--- src/sv/plit_pkg.sv ---
// Types, codes and widths shared by the interpolation table modules.
package plit_pkg;

  localparam int DEFAULT_TABLE_DEPTH = 128;
  localparam int DATA_W = 32;
  localparam int DIFF_W = 33;
  localparam int PROD_W = 65;
  localparam int MAG_W  = 41;
  localparam int SUM_W  = 42;

  localparam logic [1:0] FUNC_CLEAR  = 2'd0;
  localparam logic [1:0] FUNC_APPEND = 2'd1;
  localparam logic [1:0] FUNC_QUERY  = 2'd2;

  localparam logic [1:0] STATUS_OK    = 2'd0;
  localparam logic [1:0] STATUS_RANGE = 2'd1;
  localparam logic [1:0] STATUS_EMPTY = 2'd2;

  // Largest quotient magnitude kept before the final add, 2^40.
  localparam logic [PROD_W-1:0] SAT_LIMIT = 65'h100_0000_0000;

  typedef struct packed {
    logic        [1:0]        func;
    logic signed [DATA_W-1:0] x_value;
    logic signed [DATA_W-1:0] y_value;
  } in_item_t;

  typedef struct packed {
    logic signed [DATA_W-1:0] result_y;
    logic        [1:0]        status;
  } out_item_t;

  typedef struct packed {
    logic                     go;
    logic signed [DIFF_W-1:0] dy;
    logic signed [DIFF_W-1:0] dq;
    logic signed [DIFF_W-1:0] dx;
    logic signed [DATA_W-1:0] y1;
  } md_req_t;

  typedef struct packed {
    logic                     done;
    logic signed [DATA_W-1:0] y;
  } md_rsp_t;

  typedef enum logic [2:0] {
    ST_IDLE, ST_FIRST, ST_LAST, ST_SCAN, ST_PREV, ST_WAIT
  } state_t;

  typedef enum logic [2:0] {
    MD_IDLE, MD_SIGN, MD_MUL, MD_DIV, MD_FINAL
  } md_state_t;

endpackage

--- src/sv/plit_muldiv.sv ---
// Sequential interpolation arithmetic: y1 + dy * dq / dx with saturation.
module plit_muldiv (
  input  logic              clk,
  input  logic              rst,
  input  plit_pkg::md_req_t req,
  output plit_pkg::md_rsp_t rsp
);
  import plit_pkg::*;

  localparam int STEP_W = $clog2(PROD_W);

  md_state_t state, state_next;

  logic signed [DIFF_W-1:0] dy, dq, dx;
  logic signed [DATA_W-1:0] y1;
  logic                     neg;
  logic [PROD_W-1:0]        mcand, acc;
  logic [DIFF_W-1:0]        mplier, mdx, rem;
  logic [STEP_W-1:0]        step;
  logic                     done;
  logic signed [DATA_W-1:0] y;

  logic [DIFF_W:0]          rs;
  logic                     ge;
  logic [MAG_W-1:0]         mag;
  logic signed [SUM_W-1:0]  sum;
  logic signed [DATA_W-1:0] y_sat;

  assign rsp.done = done;
  assign rsp.y    = y;

  always_ff @(posedge clk) begin
    if (rst) begin
      state <= MD_IDLE;
    end else begin
      state <= state_next;
    end
  end

  always_comb begin
    state_next = state;
    unique case (state)
      MD_IDLE:  if (req.go) state_next = MD_SIGN;
      MD_SIGN:  state_next = MD_MUL;
      MD_MUL:   if (step == STEP_W'(DIFF_W - 1)) state_next = MD_DIV;
      MD_DIV:   if (step == STEP_W'(PROD_W - 1)) state_next = MD_FINAL;
      MD_FINAL: state_next = MD_IDLE;
      default:  state_next = MD_IDLE;
    endcase
  end

  // One restoring step: the next dividend bit joins the remainder.
  assign rs = {rem, acc[PROD_W-1]};
  assign ge = rs >= {1'b0, mdx};

  always_comb begin
    mag = (acc > SAT_LIMIT) ? SAT_LIMIT[MAG_W-1:0] : acc[MAG_W-1:0];
    if (neg) begin
      sum = SUM_W'(y1) - $signed({1'b0, mag});
    end else begin
      sum = SUM_W'(y1) + $signed({1'b0, mag});
    end
    if (sum > SUM_W'(32'sh7FFF_FFFF)) begin
      y_sat = 32'sh7FFF_FFFF;
    end else if (sum < SUM_W'(32'sh8000_0000)) begin
      y_sat = 32'sh8000_0000;
    end else begin
      y_sat = sum[DATA_W-1:0];
    end
  end

  always_ff @(posedge clk) begin
    if (rst) begin
      done <= 1'b0;
    end else begin
      done <= (state == MD_FINAL);
    end
  end

  always_ff @(posedge clk) begin
    unique case (state)
      MD_IDLE: begin
        if (req.go) begin
          dy <= req.dy;
          dq <= req.dq;
          dx <= req.dx;
          y1 <= req.y1;
        end
      end
      MD_SIGN: begin
        mcand  <= PROD_W'(dy[DIFF_W-1] ? -dy : dy);
        mplier <= dq[DIFF_W-1] ? -dq : dq;
        mdx    <= dx[DIFF_W-1] ? -dx : dx;
        neg    <= dy[DIFF_W-1] ^ dq[DIFF_W-1] ^ dx[DIFF_W-1];
        acc    <= '0;
        rem    <= '0;
        step   <= '0;
      end
      MD_MUL: begin
        if (mplier[0]) begin
          acc <= acc + mcand;
        end
        mcand  <= {mcand[PROD_W-2:0], 1'b0};
        mplier <= {1'b0, mplier[DIFF_W-1:1]};
        step   <= (step == STEP_W'(DIFF_W - 1)) ? '0 : step + 1'b1;
      end
      MD_DIV: begin
        rem  <= ge ? DIFF_W'(rs - {1'b0, mdx}) : rs[DIFF_W-1:0];
        acc  <= {acc[PROD_W-2:0], ge};
        step <= step + 1'b1;
      end
      MD_FINAL: begin
        y <= y_sat;
      end
      default: begin
      end
    endcase
  end

endmodule

--- config.mk ---
export PLATFORM = sky130hd
export DESIGN_NAME = plit_muldiv
export DESIGN_NICKNAME = d
export VERILOG_FILES = /design/src/sv/plit_pkg.sv /design/src/sv/plit_muldiv.sv
export SDC_FILE = /design/constraint.sdc
export NUM_CORES = 1
export LEC_CHECK = 0
export BUFFER_PORTS_ARGS = -buffer_cell sky130_fd_sc_hd__clkbuf_2
export CAP_MARGIN = 20
export CORE_MARGIN = 2
export CORE_UTILIZATION = 52
export DETAILED_ROUTE_END_ITERATION = 7
export PLACE_DENSITY = 0.7
export SLEW_MARGIN = 20
export SYNTH_ARGS = -nofsm -noshare
export SYNTH_HDL_FRONTEND = slang
export SYNTH_SLANG_ARGS = --single-unit
--- constraint.sdc ---
create_clock -name clk -period 21.8 [get_ports clk]
set_input_delay 3.27 -clock clk [delete_from_list [all_inputs] [get_ports clk]]
set_output_delay 3.27 -clock clk [all_outputs]
set_load 0.05 [all_outputs]
==> results by group, run 1 <==
Power
  • Internal Pwr Total: 1720 uW
  • P_sw: 801 uW
  • Leak: between 0.01 and 0.015 uW
  • Flop pwr share: a little over two fifths
  • Power per cell area: just under 90 nW/um^2
  • Peak VDD IR: 0.0634 mV
  • Logic pwr share: 26.1%
  • Switch share: a little under a third
  • Clock power share: ~32%

Clock network
  • TritonCTS Sinks: 404
  • Cts bufs inserted: 46
  • Hold Buf Count CTS: 0
  • Root Driver: clkbuf_16
  • Reg clk slew, reported paths: approximately 0.060 ns
  • Worst-Skew Late Latency: 0.60 ns
  • Post-cts gate resize count: 0
  • H-tree depth: 2
  • CTS tree: yes
  • Clock buffer depth: 3
  • Setup Buffers After CTS: 0

Timing
  • Final hold violation count: 0
  • RSZ-0062 raised after global routing: no
  • Achievable Freq: 129 MHz
  • Fin crit share: 35.5%
  • Minimum clock period: 7.74 ns
  • Setup TNS: 0 ns
  • Final Max Slew Viols: 0
  • Worst-margin pin slew: 1.11 ns
  • Setup violators final: 0
  • Relative slew slack: 24.8%
  • Setup Skew: 0.0367 ns

Routing
  • Detailed Route WL: approximately 60,000 um
  • Vias/cell: 5.89
  • Via count: 19,500
  • Final ANT Viol Nets: 0
  • Number of DRC markers in iteration 0: around 1,800
  • Drt pass-1 iters: 6
  • Wire length per cell: 18.2 um
  • DRC viols: 0

Synth
  • Syn. warnings: 0
  • Sequential-to-total area share from yosys stat: around 47%
  • Mean Syn Cell Area: ~10 um^2
  • Top-area cell type share of the netlist area: 47.0%
  • Synth Flop Type: edfxtp_1
  • Post-Synthesis Cells: 2,488
  • Number of synthesized register bits: about 400
  • Biggest area consumer among synthesized cells: edfxtp_1
  • Asr flop ratio synth: 0%
  • Post-synth EDFFs: 400
  • Synth cell types: 90
  • Post-synthesis instance area: ~26,000 um^2
  • Synth Net Count: 2,769
  • Largest cells by area after synthesis: edfxtp_1 47%, ha_1 7.0%, xor2_1 4.5%

Place
  • GPL Wtd Cong: ~0.92
  • DP Wirelength: 43,600 um
  • DP Cell Count: 3,227
  • # port buffers: 166

Job
  • Max cap viols: 0

Worst setup path
  • Critical Path RT: 22.11 ns
  • Worst Setup End Kind: register
  • Critical path type: register to register
  • Setup crit start kind: register
  • CP arrival: 8.04 ns
  • CP Max Fanout: 48

Floorplan
  • Starting Density: 52.4%
  • Die Y: 226 um
  • Ports: 167
  • Die ar.: 50,900 um^2
  • Core footprint: between 40,000 and 50,000 um^2
  • Row cnt: 81
  • Die width: 226 um

Hold path
  • Hold crit path type: register to register

GRT
  • Grt ovf: 0
  • Number of global-route vias before repair: around 18,000
  • Wire length of the first global-routing pass: 96,900 um
  • GRT Util Overall: 23.7%
  • Initial antenna violation count: 0
  • Largest net degree at the start of global routing: around 110

Layout
  • Post-route insts no fill: 3,314
  • Area Overhead vs Synth: 11.8%
  • Layout Nets: 2,894
  • Share of cells above drive strength 1: about an eighth
  • Layout fillers: between 4,000 and 5,000
  • Ant diodes: 0

Outcome
  • Status: finished clean
worst max-delay path, cell delays in order, from the launching register on:
cell       delay (ns)
edfxtp_1         0.51
nor4_4           0.43
nand4_2          0.20
or4_4            0.62
nor4_4           0.29
o21a_1           0.15
buf_4            0.39
nand2_1          0.16
ha_1             0.27
o21a_1           0.21
a21boi_1         0.24
nor2_1           0.46
or3_1            0.18
nand3_1          0.09
ha_1             0.37
a21oi_1          0.25
o211ai_1         0.13
a41oi_1          0.33
nand4_1          0.13
o211a_2          0.30
o21ai_2          0.20
mux2i_1          0.12
a2111oi_2        0.45
nand4_1          0.22
o31ai_4          0.20
buf_4            0.43
o21ai_2          0.10
area by class of cell:
cell class | count | area [um^2] | share of cell area, %
Clock inverter | 31 | 415 | 1.45
Tap cell | 664 | 831 | 2.91
Multi-Input combinational cell | 1894 | 12700 | 44.6
Inverter | 82 | 308 | 1.08
Clock buffer | 54 | 1180 | 4.14
Timing Repair Buffer | 185 | 993 | 3.48
Sequential cell | 404 | 12100 | 42.3
state kept, by name, summed over array words and instances, names as in the netlist:
name / cells
y: 32
mplier: 33
dq: 33
done: 1
mcand: 65
dy: 33
neg: 1
step: 7
rem: 33
dx: 33
acc: 65
y1: 32
mdx: 33
state: 3
cells in the mapped netlist (all sizes together), types with 18 or more instances:
| master | n |
|---|---|
| o31ai | 36 |
| a21oi | 160 |
| xor2 | 131 |
| nor2b | 26 |
| o21a | 20 |
| o21ai | 260 |
| edfxtp | 400 |
| nand2 | 260 |
| nor2 | 143 |
| xnor2 | 111 |
| a211oi | 19 |
| mux2i | 31 |
| or3 | 32 |
| and2 | 43 |
| nand4 | 28 |
| o21bai | 18 |
| inv | 82 |
| nand3 | 61 |
| clkbuf | 82 |
| nor4 | 29 |
| nand2b | 26 |
| ha | 144 |
| buf | 26 |
| a21o | 76 |
| nor3 | 36 |
through the flow:
step                      setup slack (ns)  utilization, %  hold WS [ns]  power [uW]  area (um^2)
final                                14.06            58.6         0.525        2520        28600
after global routing                 13.48            58.6         0.546        2650        28600
after CTS                            14.11            58.5         0.530        2530        28500
after detailed placement             14.12            55.2         0.514        1720        26900
after global placement               14.30            55.2         0.504        1700        26900
after floorplan                       8.85               -         0.474        1570        25600
cells in the final DEF (no fill, tap or decap), types with 16 or more instances in the layout:
cell type	n
xor2_1	130
mux2i_1	31
nand2b_1	26
and2_1	41
a21o_1	76
nor2_1	141
nand2_1	260
o21ai_2	32
and3_1	16
edfxtp_1	400
ha_1	144
nor2b_1	26
clkbuf_2	166
o41ai_1	17
o21ai_0	224
inv_1	81
nand3_1	61
clkbuf_16	46
a21oi_1	159
buf_4	17
nor3_1	34
nor4_1	25
nand4_1	27
o21bai_1	18
o21a_1	19
or3_1	31
xnor2_1	111
a211oi_1	19
o31ai_1	34
path summary, 6_finish.rpt:
check,from,end,slack [ns],cells past startpoint
worst min register to register,mplier[31]$_DFFE_PP_,mplier[30]$_DFFE_PP_,0.53,2
worst min-delay path,mplier[31]$_DFFE_PP_,mplier[30]$_DFFE_PP_,0.53,2
worst max-delay path,acc[10]$_DFFE_PP_,y[13]$_SDFFCE_PN1P_,14.06,26
worst max register to register,acc[10]$_DFFE_PP_,y[13]$_SDFFCE_PN1P_,14.06,26
power by group through the flow:
stage / Combinational, uW / Clock, uW / Sequential, uW
finish: 658 / 807 / 1050
global route: 734 / 858 / 1060
CTS: 652 / 826 / 1050
detailed placement: 648 / 0 / 1070
global placement: 636 / 0 / 1060
floorplan: 516 / 0 / 1050
metal layers:
layer | track usage, % | vias to the layer above | share of wire, %
li1 | - | 9532 | -
met1 | 35.6 | 9253 | 48
met2 | 36.0 | 649 | 43
met3 | 2.95 | 88 | 6.1
met4 | 6.71 | 0 | 2.2
met5 | 0 | - | 0
cell families (layout without fill, tap and decap cells):
family,Yosys count,in the layout,synth area share [%]
AOI/OAI and AO/OA,724,724,18.3
DFF,404,404,47.3
muxes,31,31,1.21
adders and majority gates,147,147,7.28
xor gates and xnor gates,242,242,8.32
and+or+nand+nor,750,750,14.6
buffers and inverters,190,352,3.01
No activity file was read; power rests on OpenSTA's default activity.
==> run 2, diff against run 1 <==
--- a/config.mk
+++ b/config.mk
@@ -10,7 +10,7 @@
 export CORE_MARGIN = 2
 export CORE_UTILIZATION = 52
 export DETAILED_ROUTE_END_ITERATION = 7
-export PLACE_DENSITY = 0.7
+export PLACE_DENSITY = 0.73
 export SLEW_MARGIN = 20
 export SYNTH_ARGS = -nofsm -noshare
 export SYNTH_HDL_FRONTEND = slang
==> constraint.sdc (replaced) <==
create_clock -name clk -period 6.3 [get_ports clk]
set_input_delay 0.945 -clock clk [delete_from_list [all_inputs] [get_ports clk]]
set_output_delay 0.945 -clock clk [all_outputs]
set_load 0.05 [all_outputs]
==> run 2 against run 1 <==
Flip-flop and latch count did not move. Hold slack got worse by 0.0094 ns. Final cell count rose by 2.1%. Via count rose by 1.3%. Critical endpoint is now y[4]$_SDFFCE_PN1P_. Wire length rose by 1.8%. Clock-buffer cell count fell by 2. Register-to-register slack got worse by 14 ns. Largest cell class unchanged. Highest routed layer unchanged. Clock power rose to 3.4 times the previous value. Clock skew fell by 0.015 ns. Core utilization rose by 2.0 points. Largest power group unchanged.
==> results by group, run 2 (synthesized netlist as in run 1, its figures left out) <==
Outcome
  • Status: finished clean

Timing
  • Worst-margin pin slew: 1.00 ns (-0.115 ns)
  • Minimum clock period: 6.16 ns (-1.58 ns)
  • Setup WS post-layout: 0.142 ns (-13.92 ns)
  • Setup Skew: 0.0221 ns (-0.0146 ns)
  • Final Max Slew Viols: 0 (unchanged)
  • Hold Slack: 0.516 ns (-0.00942 ns)
  • Setup violators final: 0 (unchanged)
  • Final hold violation count: 0 (unchanged)
  • RSZ-0062 raised after global routing: yes
  • Relative slew slack: 33.4% (+8.6 points)
  • Fin crit share: 97.7% (+62 points)
  • Achievable Freq: 162 MHz (+26%)

Floorplan
  • Starting Density: 52.4% (unchanged)
  • Core footprint: 48,700 um^2 (unchanged)
  • Die ar.: 50,900 um^2 (unchanged)
  • Row cnt: 81 (unchanged)
  • Ports: 167 (unchanged)
  • Die width: 226 um (unchanged)
  • Die Y: 226 um (unchanged)

Power
  • Peak VDD IR: 0.231 mV (+270%)
  • Leak: 0.0112 uW (+4.1%)
  • Power per cell area: 299 nW/um^2 (+240%)

Worst setup path
  • CP arrival: 6.50 ns (-1.54 ns)
  • R2r setup slk: 0.14 ns (-13.92 ns)
  • Critical path type: register to register
  • Setup crit start kind: register
  • Crit path largest cell delay: 0.59 ns (-0.03 ns)
  • Worst Setup End Kind: register
  • Critical-path top delay cell: or4_4
  • Register-to-Register Path Depth: 27 (+3.8%)
  • R2r startpoint: acc[9]$_DFFE_PP_
  • Crit Reg-Reg Endpoint: y[4]$_SDFFCE_PN1P_
  • Critical Path RT: 6.64 ns (-15.47 ns)
  • CP Max Fanout: 8 (-83%)

Place
  • # port buffers: 166 (unchanged)
  • Dpl cell area: 27,400 um^2 (+1.6%)
  • DP Wirelength: 44,800 um (+2.8%)
  • GPL Wtd Cong: 0.926 (+0.75%)
  • Setup WS pre-CTS: -0.148 ns (-14.27 ns)

Routing
  • Number of DRC markers in iteration 0: 1,486 (-17%)
  • Drt pass-1 iters: 6 (unchanged)
  • Final ANT Viol Nets: 0 (unchanged)
  • Wire length per cell: 18.1 um (-0.21%)
  • DRC viols: 0 (unchanged)
  • Detailed Route WL: 61,400 um (+1.8%)
  • Vias/cell: 5.85 (-0.77%)
  • Via count: 19,800 (+1.3%)

GRT
  • Grt ovf: 0 (unchanged)
  • Met2 Use GR: 37.0% (+1.1 points)
  • Top Usage Layer GRT: met2
  • Initial antenna violation count: 0 (unchanged)
  • Largest net degree at the start of global routing: 95 (-14%)
  • Met1 usage in global routing: 34.4% (-1.2 points)
  • Wire length of the first global-routing pass: 96,800 um (about the same)
  • GRT Util Overall: 23.6% (-0.049 points)
  • Number of global-route vias before repair: 18,500 (+0.33%)
  • Met3 Usage GRT: 2.99% (+0.039 points)

Layout
  • Layout fillers: 3,990 (-1.6%)
  • Largest registers: acc: 65 flops, mcand: 65 flops
  • Reg area: 12,100 um^2 (unchanged)
  • Layout Nets: 2,965 (+2.5%)
  • Final Cell Area: 29,500 um^2 (+3.4%)
  • Commonest non-fill, non-tap cell in the layout: edfxtp_1
  • Area Overhead vs Synth: 15.5%
  • Share of cells above drive strength 1: 16.5% (+3.8 points)
  • Most frequent cells in the layout: 400 x edfxtp_1, 256 x nand2_1, 218 x o21ai_0, 166 x clkbuf_2, 149 x a21oi_1
  • Final core occ: 60.6% (+2.0 points)
  • Ant diodes: 0 (unchanged)
  • Multi-input logic area: 13,100 um^2 (+2.7%)

Hold path
  • Worst Hold End: dy[8]$_DFFE_PP_
  • Hold depth: 1 (-1)
  • Hold crit path type: input port to register
  • Hold path startpoint: req[106]

Job
  • Max cap viols: 0 (unchanged)

Clock network
  • Hold Buf Count CTS: 0 (unchanged)
  • Worst-Skew Late Latency: 0.60 ns (about the same)
  • Root Driver: clkbuf_16
  • Cts bufs inserted: 45 (-2.2%)
  • Reg clk slew, reported paths: 0.06 ns (about the same)
  • Clock buffer depth: 3 (unchanged)
  • TritonCTS Sinks: 404 (unchanged)
  • H-tree depth: 2 (unchanged)
  • CTS tree: yes
-- run 2: per-layer routing --
layer	wire, um	part of all wire, %	vias to the layer above
met2	27400	45	622
met5	0	0	-
li1	-	-	9685
met3	3550	5.8	105
met1	28900	47	9358
met4	1470	2.4	0
-- run 2: critical path: cells and delay by family, from the launching register on --
kind,cells,cell delay [ns]
AO/OA/AOI/OAI,10,1.69
adder cells (fa/ha/maj),2,0.55
XOR/XNOR,1,0.10
flip-flops,1,0.42
buffers and inverters,4,0.63
AND/OR/NAND/NOR,10,2.47
-- run 2: how the worst max path moves through the flow --
stage	from	cells after the start	end	slack, ns
after floorplan	acc[26]$_DFFE_PP_	27	y[2]$_SDFFCE_PN1P_	0.02
after global placement	acc[4]$_DFFE_PP_	25	y[1]$_SDFFCE_PN1P_	-0.006
after detailed placement	acc[20]$_DFFE_PP_	25	y[8]$_SDFFCE_PN1P_	-0.15
after CTS	acc[4]$_DFFE_PP_	26	y[2]$_SDFFCE_PN1P_	0.006
after global routing	acc[9]$_DFFE_PP_	27	y[16]$_SDFFCE_PN1P_	-0.18
final	acc[9]$_DFFE_PP_	27	y[4]$_SDFFCE_PN1P_	0.14
-- run 2: layout make-up --
cell class / count / share of cell area (%)
Tap cell: 664 / 2.81
Sequential cell: 404 / 41.0
Timing Repair Buffer: 257 / 5.64
Inverter: 82 / 1.04
Multi-Input combinational cell: 1894 / 44.3
Clock inverter: 29 / 1.33
Clock buffer: 52 / 3.90
-- run 2: timing repair --
item | in CTS | in global routing
gates cloned | 1 | 3
setup endpoints to repair | 31 | 31
gates resized for setup | 6 | 58
pin swaps | 5 | 38
buffers inserted | 3 | 17
-- run 2: metrics by stage --
| step | instances | total power (uW) | setup TNS [ns] |
|---|---|---|---|
| after CTS | 3361 | 8770 | 0 |
| after global placement | 3276 | 5950 | -0.0538 |
| after floorplan | 2488 | 5390 | 0 |
| final | 3382 | 8820 | 0 |
| after detailed placement | 3276 | 6010 | -4.11 |
| after global routing | 3382 | 9260 | -5.01 |
-- run 2: power by group --
group | switching (uW) | internal (uW)
Combinational | 1450 | 1020
Sequential | 240 | 3370
Clock | 1120 | 1620
==> run 3, diff against run 2 <==
==> constraint.sdc (replaced) <==
create_clock -name clk -period 6.3 [get_ports clk]
set_input_delay 0 -clock clk [delete_from_list [all_inputs] [get_ports clk]]
set_output_delay 0 -clock clk [all_outputs]
set_load 0.05 [all_outputs]
==> run 3 against run 2 <==
Maximum frequency decreased by 0.44%. Largest power group unchanged. Die area stayed put. Total power is 0.60% lower. Via count rose by 3.8%. Combinational power grew 3%. Non-clock buffer count up 133. Sequential share of layout area down 1.6 points.
==> results by group, run 3 (synthesized netlist as in run 1, its figures left out) <==
Outcome
  • Status: finished clean

Clock network
  • H-tree depth: 2 (unchanged)
  • TritonCTS Sinks: 404 (unchanged)
  • CTS tree: yes
  • Reg clk slew, reported paths: 0.06 ns (about the same)
  • Root Driver: clkbuf_16
  • Worst-Skew Late Latency: 0.59 ns (about the same)
  • Clock buffer depth: 3 (unchanged)
  • Cts bufs inserted: 45 (unchanged)

Timing
  • Final Max Slew Viols: 0 (unchanged)
  • Achievable Freq: 162 MHz (-0.44%)
  • Relative slew slack: 31.1% (-2.3 points)
  • Minimum clock period: 6.19 ns (+0.0273 ns)
  • Fin crit share: 98.2% (+0.43 points)
  • RSZ-0062 raised after global routing: yes
  • Setup TNS: 0 ns (unchanged)
  • Setup violators final: 0 (unchanged)
  • Setup Skew: 0.0240 ns (+0.00190 ns)
  • Final hold violation count: 0 (unchanged)
  • Worst-margin pin slew: 1.03 ns (+0.0340 ns)

Place
  • GPL Wtd Cong: 0.947 (+2.4%)
  • # port buffers: 166 (unchanged)
  • Dpl cell area: 27,300 um^2 (about the same)
  • DP Wirelength: 45,100 um (+0.61%)

Routing
  • Detailed Route WL: 65,500 um (+6.8%)
  • Vias/cell: 5.84 (-0.12%)
  • DRC viols: 0 (unchanged)
  • Final ANT Viol Nets: 0 (unchanged)
  • Via count: 20,500 (+3.8%)
  • Drt pass-1 iters: 5 (-1)
  • Wire length per cell: 18.6 um (+2.8%)
  • Number of DRC markers in iteration 0: 1,394 (-6.2%)

Worst setup path
  • Most frequent CP cell: nor4_4
  • Critical Path RT: 6.62 ns (-0.02 ns)
  • Critical path type: register to register
  • CP arrival: 6.50 ns (about the same)
  • Worst Setup End Kind: register
  • CP Max Fanout: 8 (unchanged)
  • Critical-path top delay cell: or4_4
  • Crit path largest cell delay: 0.58 ns (about the same)
  • Crit path launch: acc[11]$_DFFE_PP_
  • R2r startpoint: acc[11]$_DFFE_PP_
  • Setup crit start kind: register

Floorplan
  • Row cnt: 81 (unchanged)
  • Die ar.: 50,900 um^2 (unchanged)
  • Die width: 226 um (unchanged)
  • Ports: 167 (unchanged)
  • Die Y: 226 um (unchanged)
  • Core footprint: 48,700 um^2 (unchanged)
  • Starting Density: 52.4% (unchanged)

Layout
  • Most frequent cells in the layout: 400 x edfxtp_1, 256 x nand2_1, 218 x o21ai_0, 166 x clkbuf_2, 152 x a21oi_1
  • Commonest non-fill, non-tap cell in the layout: edfxtp_1
  • Layout Nets: 3,098 (+4.5%)
  • Share of cells above drive strength 1: 15.4% (-1.1 points)
  • Final Cell Area: 30,700 um^2 (+4.0%)
  • Area Overhead vs Synth: 20.2%
  • Largest registers: acc: 65 flops, mcand: 65 flops
  • Ant diodes: 0 (unchanged)

GRT
  • Largest net degree at the start of global routing: 98 (+3.2%)
  • Number of global-route vias before repair: 19,800 (+7.0%)
  • Initial antenna violation count: 0 (unchanged)
  • Wire length of the first global-routing pass: 103,000 um (+6.9%)
  • GRT Util Overall: 25.5% (+1.8 points)
  • Grt ovf: 0 (unchanged)

Hold path
  • Hold path startpoint: req[57]
  • Hold crit path type: input port to register

Job
  • Max cap viols: 0 (unchanged)

Power
  • Power per cell area: 286 nW/um^2 (-4.4%)
  • Peak VDD IR: 0.241 mV (+4.0%)
  • Leak: 0.0117 uW (+4.9%)
-- run 3: cell count changes in the layout (fill, tap and decap cells not counted), sizes merged --
cell	before	now
dlygate4sd3	0	133
bufinv	7	3
clkbuf	221	226
inv	83	86
clkinvlp	7	2
buf	88	89
-- run 3: critical path: cells and delay by family (launching register included) --
| kind | cells | cell delay [ns] |
|---|---|---|
| AO/OA/AOI/OAI | 11 | 2.12 |
| AND/OR/NAND/NOR | 8 | 1.94 |
| XOR/XNOR | 2 | 0.31 |
| adder cells (fa/ha/maj) | 2 | 0.55 |
| buffers and inverters | 3 | 0.50 |
| flip-flops | 1 | 0.47 |
-- run 3: timing repair --
item                       in CTS  in global routing
setup endpoints to repair      31                 31
buffers inserted                5                 18
hold buffers                  133                  0
cloned                          1                  2
pin swaps                       7                 36
hold endpoints to repair      135                  0
resized for setup               9                 54
-- run 3: cell type report --
| class | count | area (um^2) |
|---|---|---|
| Fill cell | 3795 | 18000 |
| Sequential cell | 404 | 12100 |
| Clock buffer | 58 | 1180 |
| Inverter | 82 | 308 |
| Timing Repair Buffer | 390 | 2970 |
| Multi-Input combinational cell | 1894 | 13100 |
| Clock inverter | 23 | 250 |
| Tap cell | 664 | 831 |
-- run 3: power by group --
part | switching (uW) | internal [uW]
clock network | 1130 | 1470
logic | 1480 | 1080
registers | 243 | 3370
total | 2850 | 5920
-- run 3: path summary, 6_finish.rpt --
path                                             to  slack (ns)  cells after the start
worst max-delay path            y[12]$_SDFFCE_PN1P_        0.11                     26
worst min-delay path               dx[25]$_DFFE_PP_        0.12                      2
worst max register to register  y[12]$_SDFFCE_PN1P_        0.11                     26
worst min register to register  mplier[1]$_DFFE_PP_        0.53                      2
-- run 3: per-layer routing --
metal	vias to the layer above	GRT usage, %	wire length, um
met5	-	0	0
met1	9765	35.4	29300
met3	120	3.49	4040
met2	686	41.5	30600
met4	0	7.71	1620
li1	9952	-	-
-- run 3: stage by stage --
step,hold WS (ns),worst slack (ns),std cells,total power [uW],util (%)
after floorplan,0.0716,0.0180,2488,5400,-
after global routing,0.107,-0.149,3515,9210,63.0
after global placement,0.177,-0.00704,3273,5950,56.1
after detailed placement,0.179,-0.150,3273,6010,56.1
final,0.120,0.115,3515,8770,63.0
after CTS,0.0882,-0.00323,3493,8690,62.0
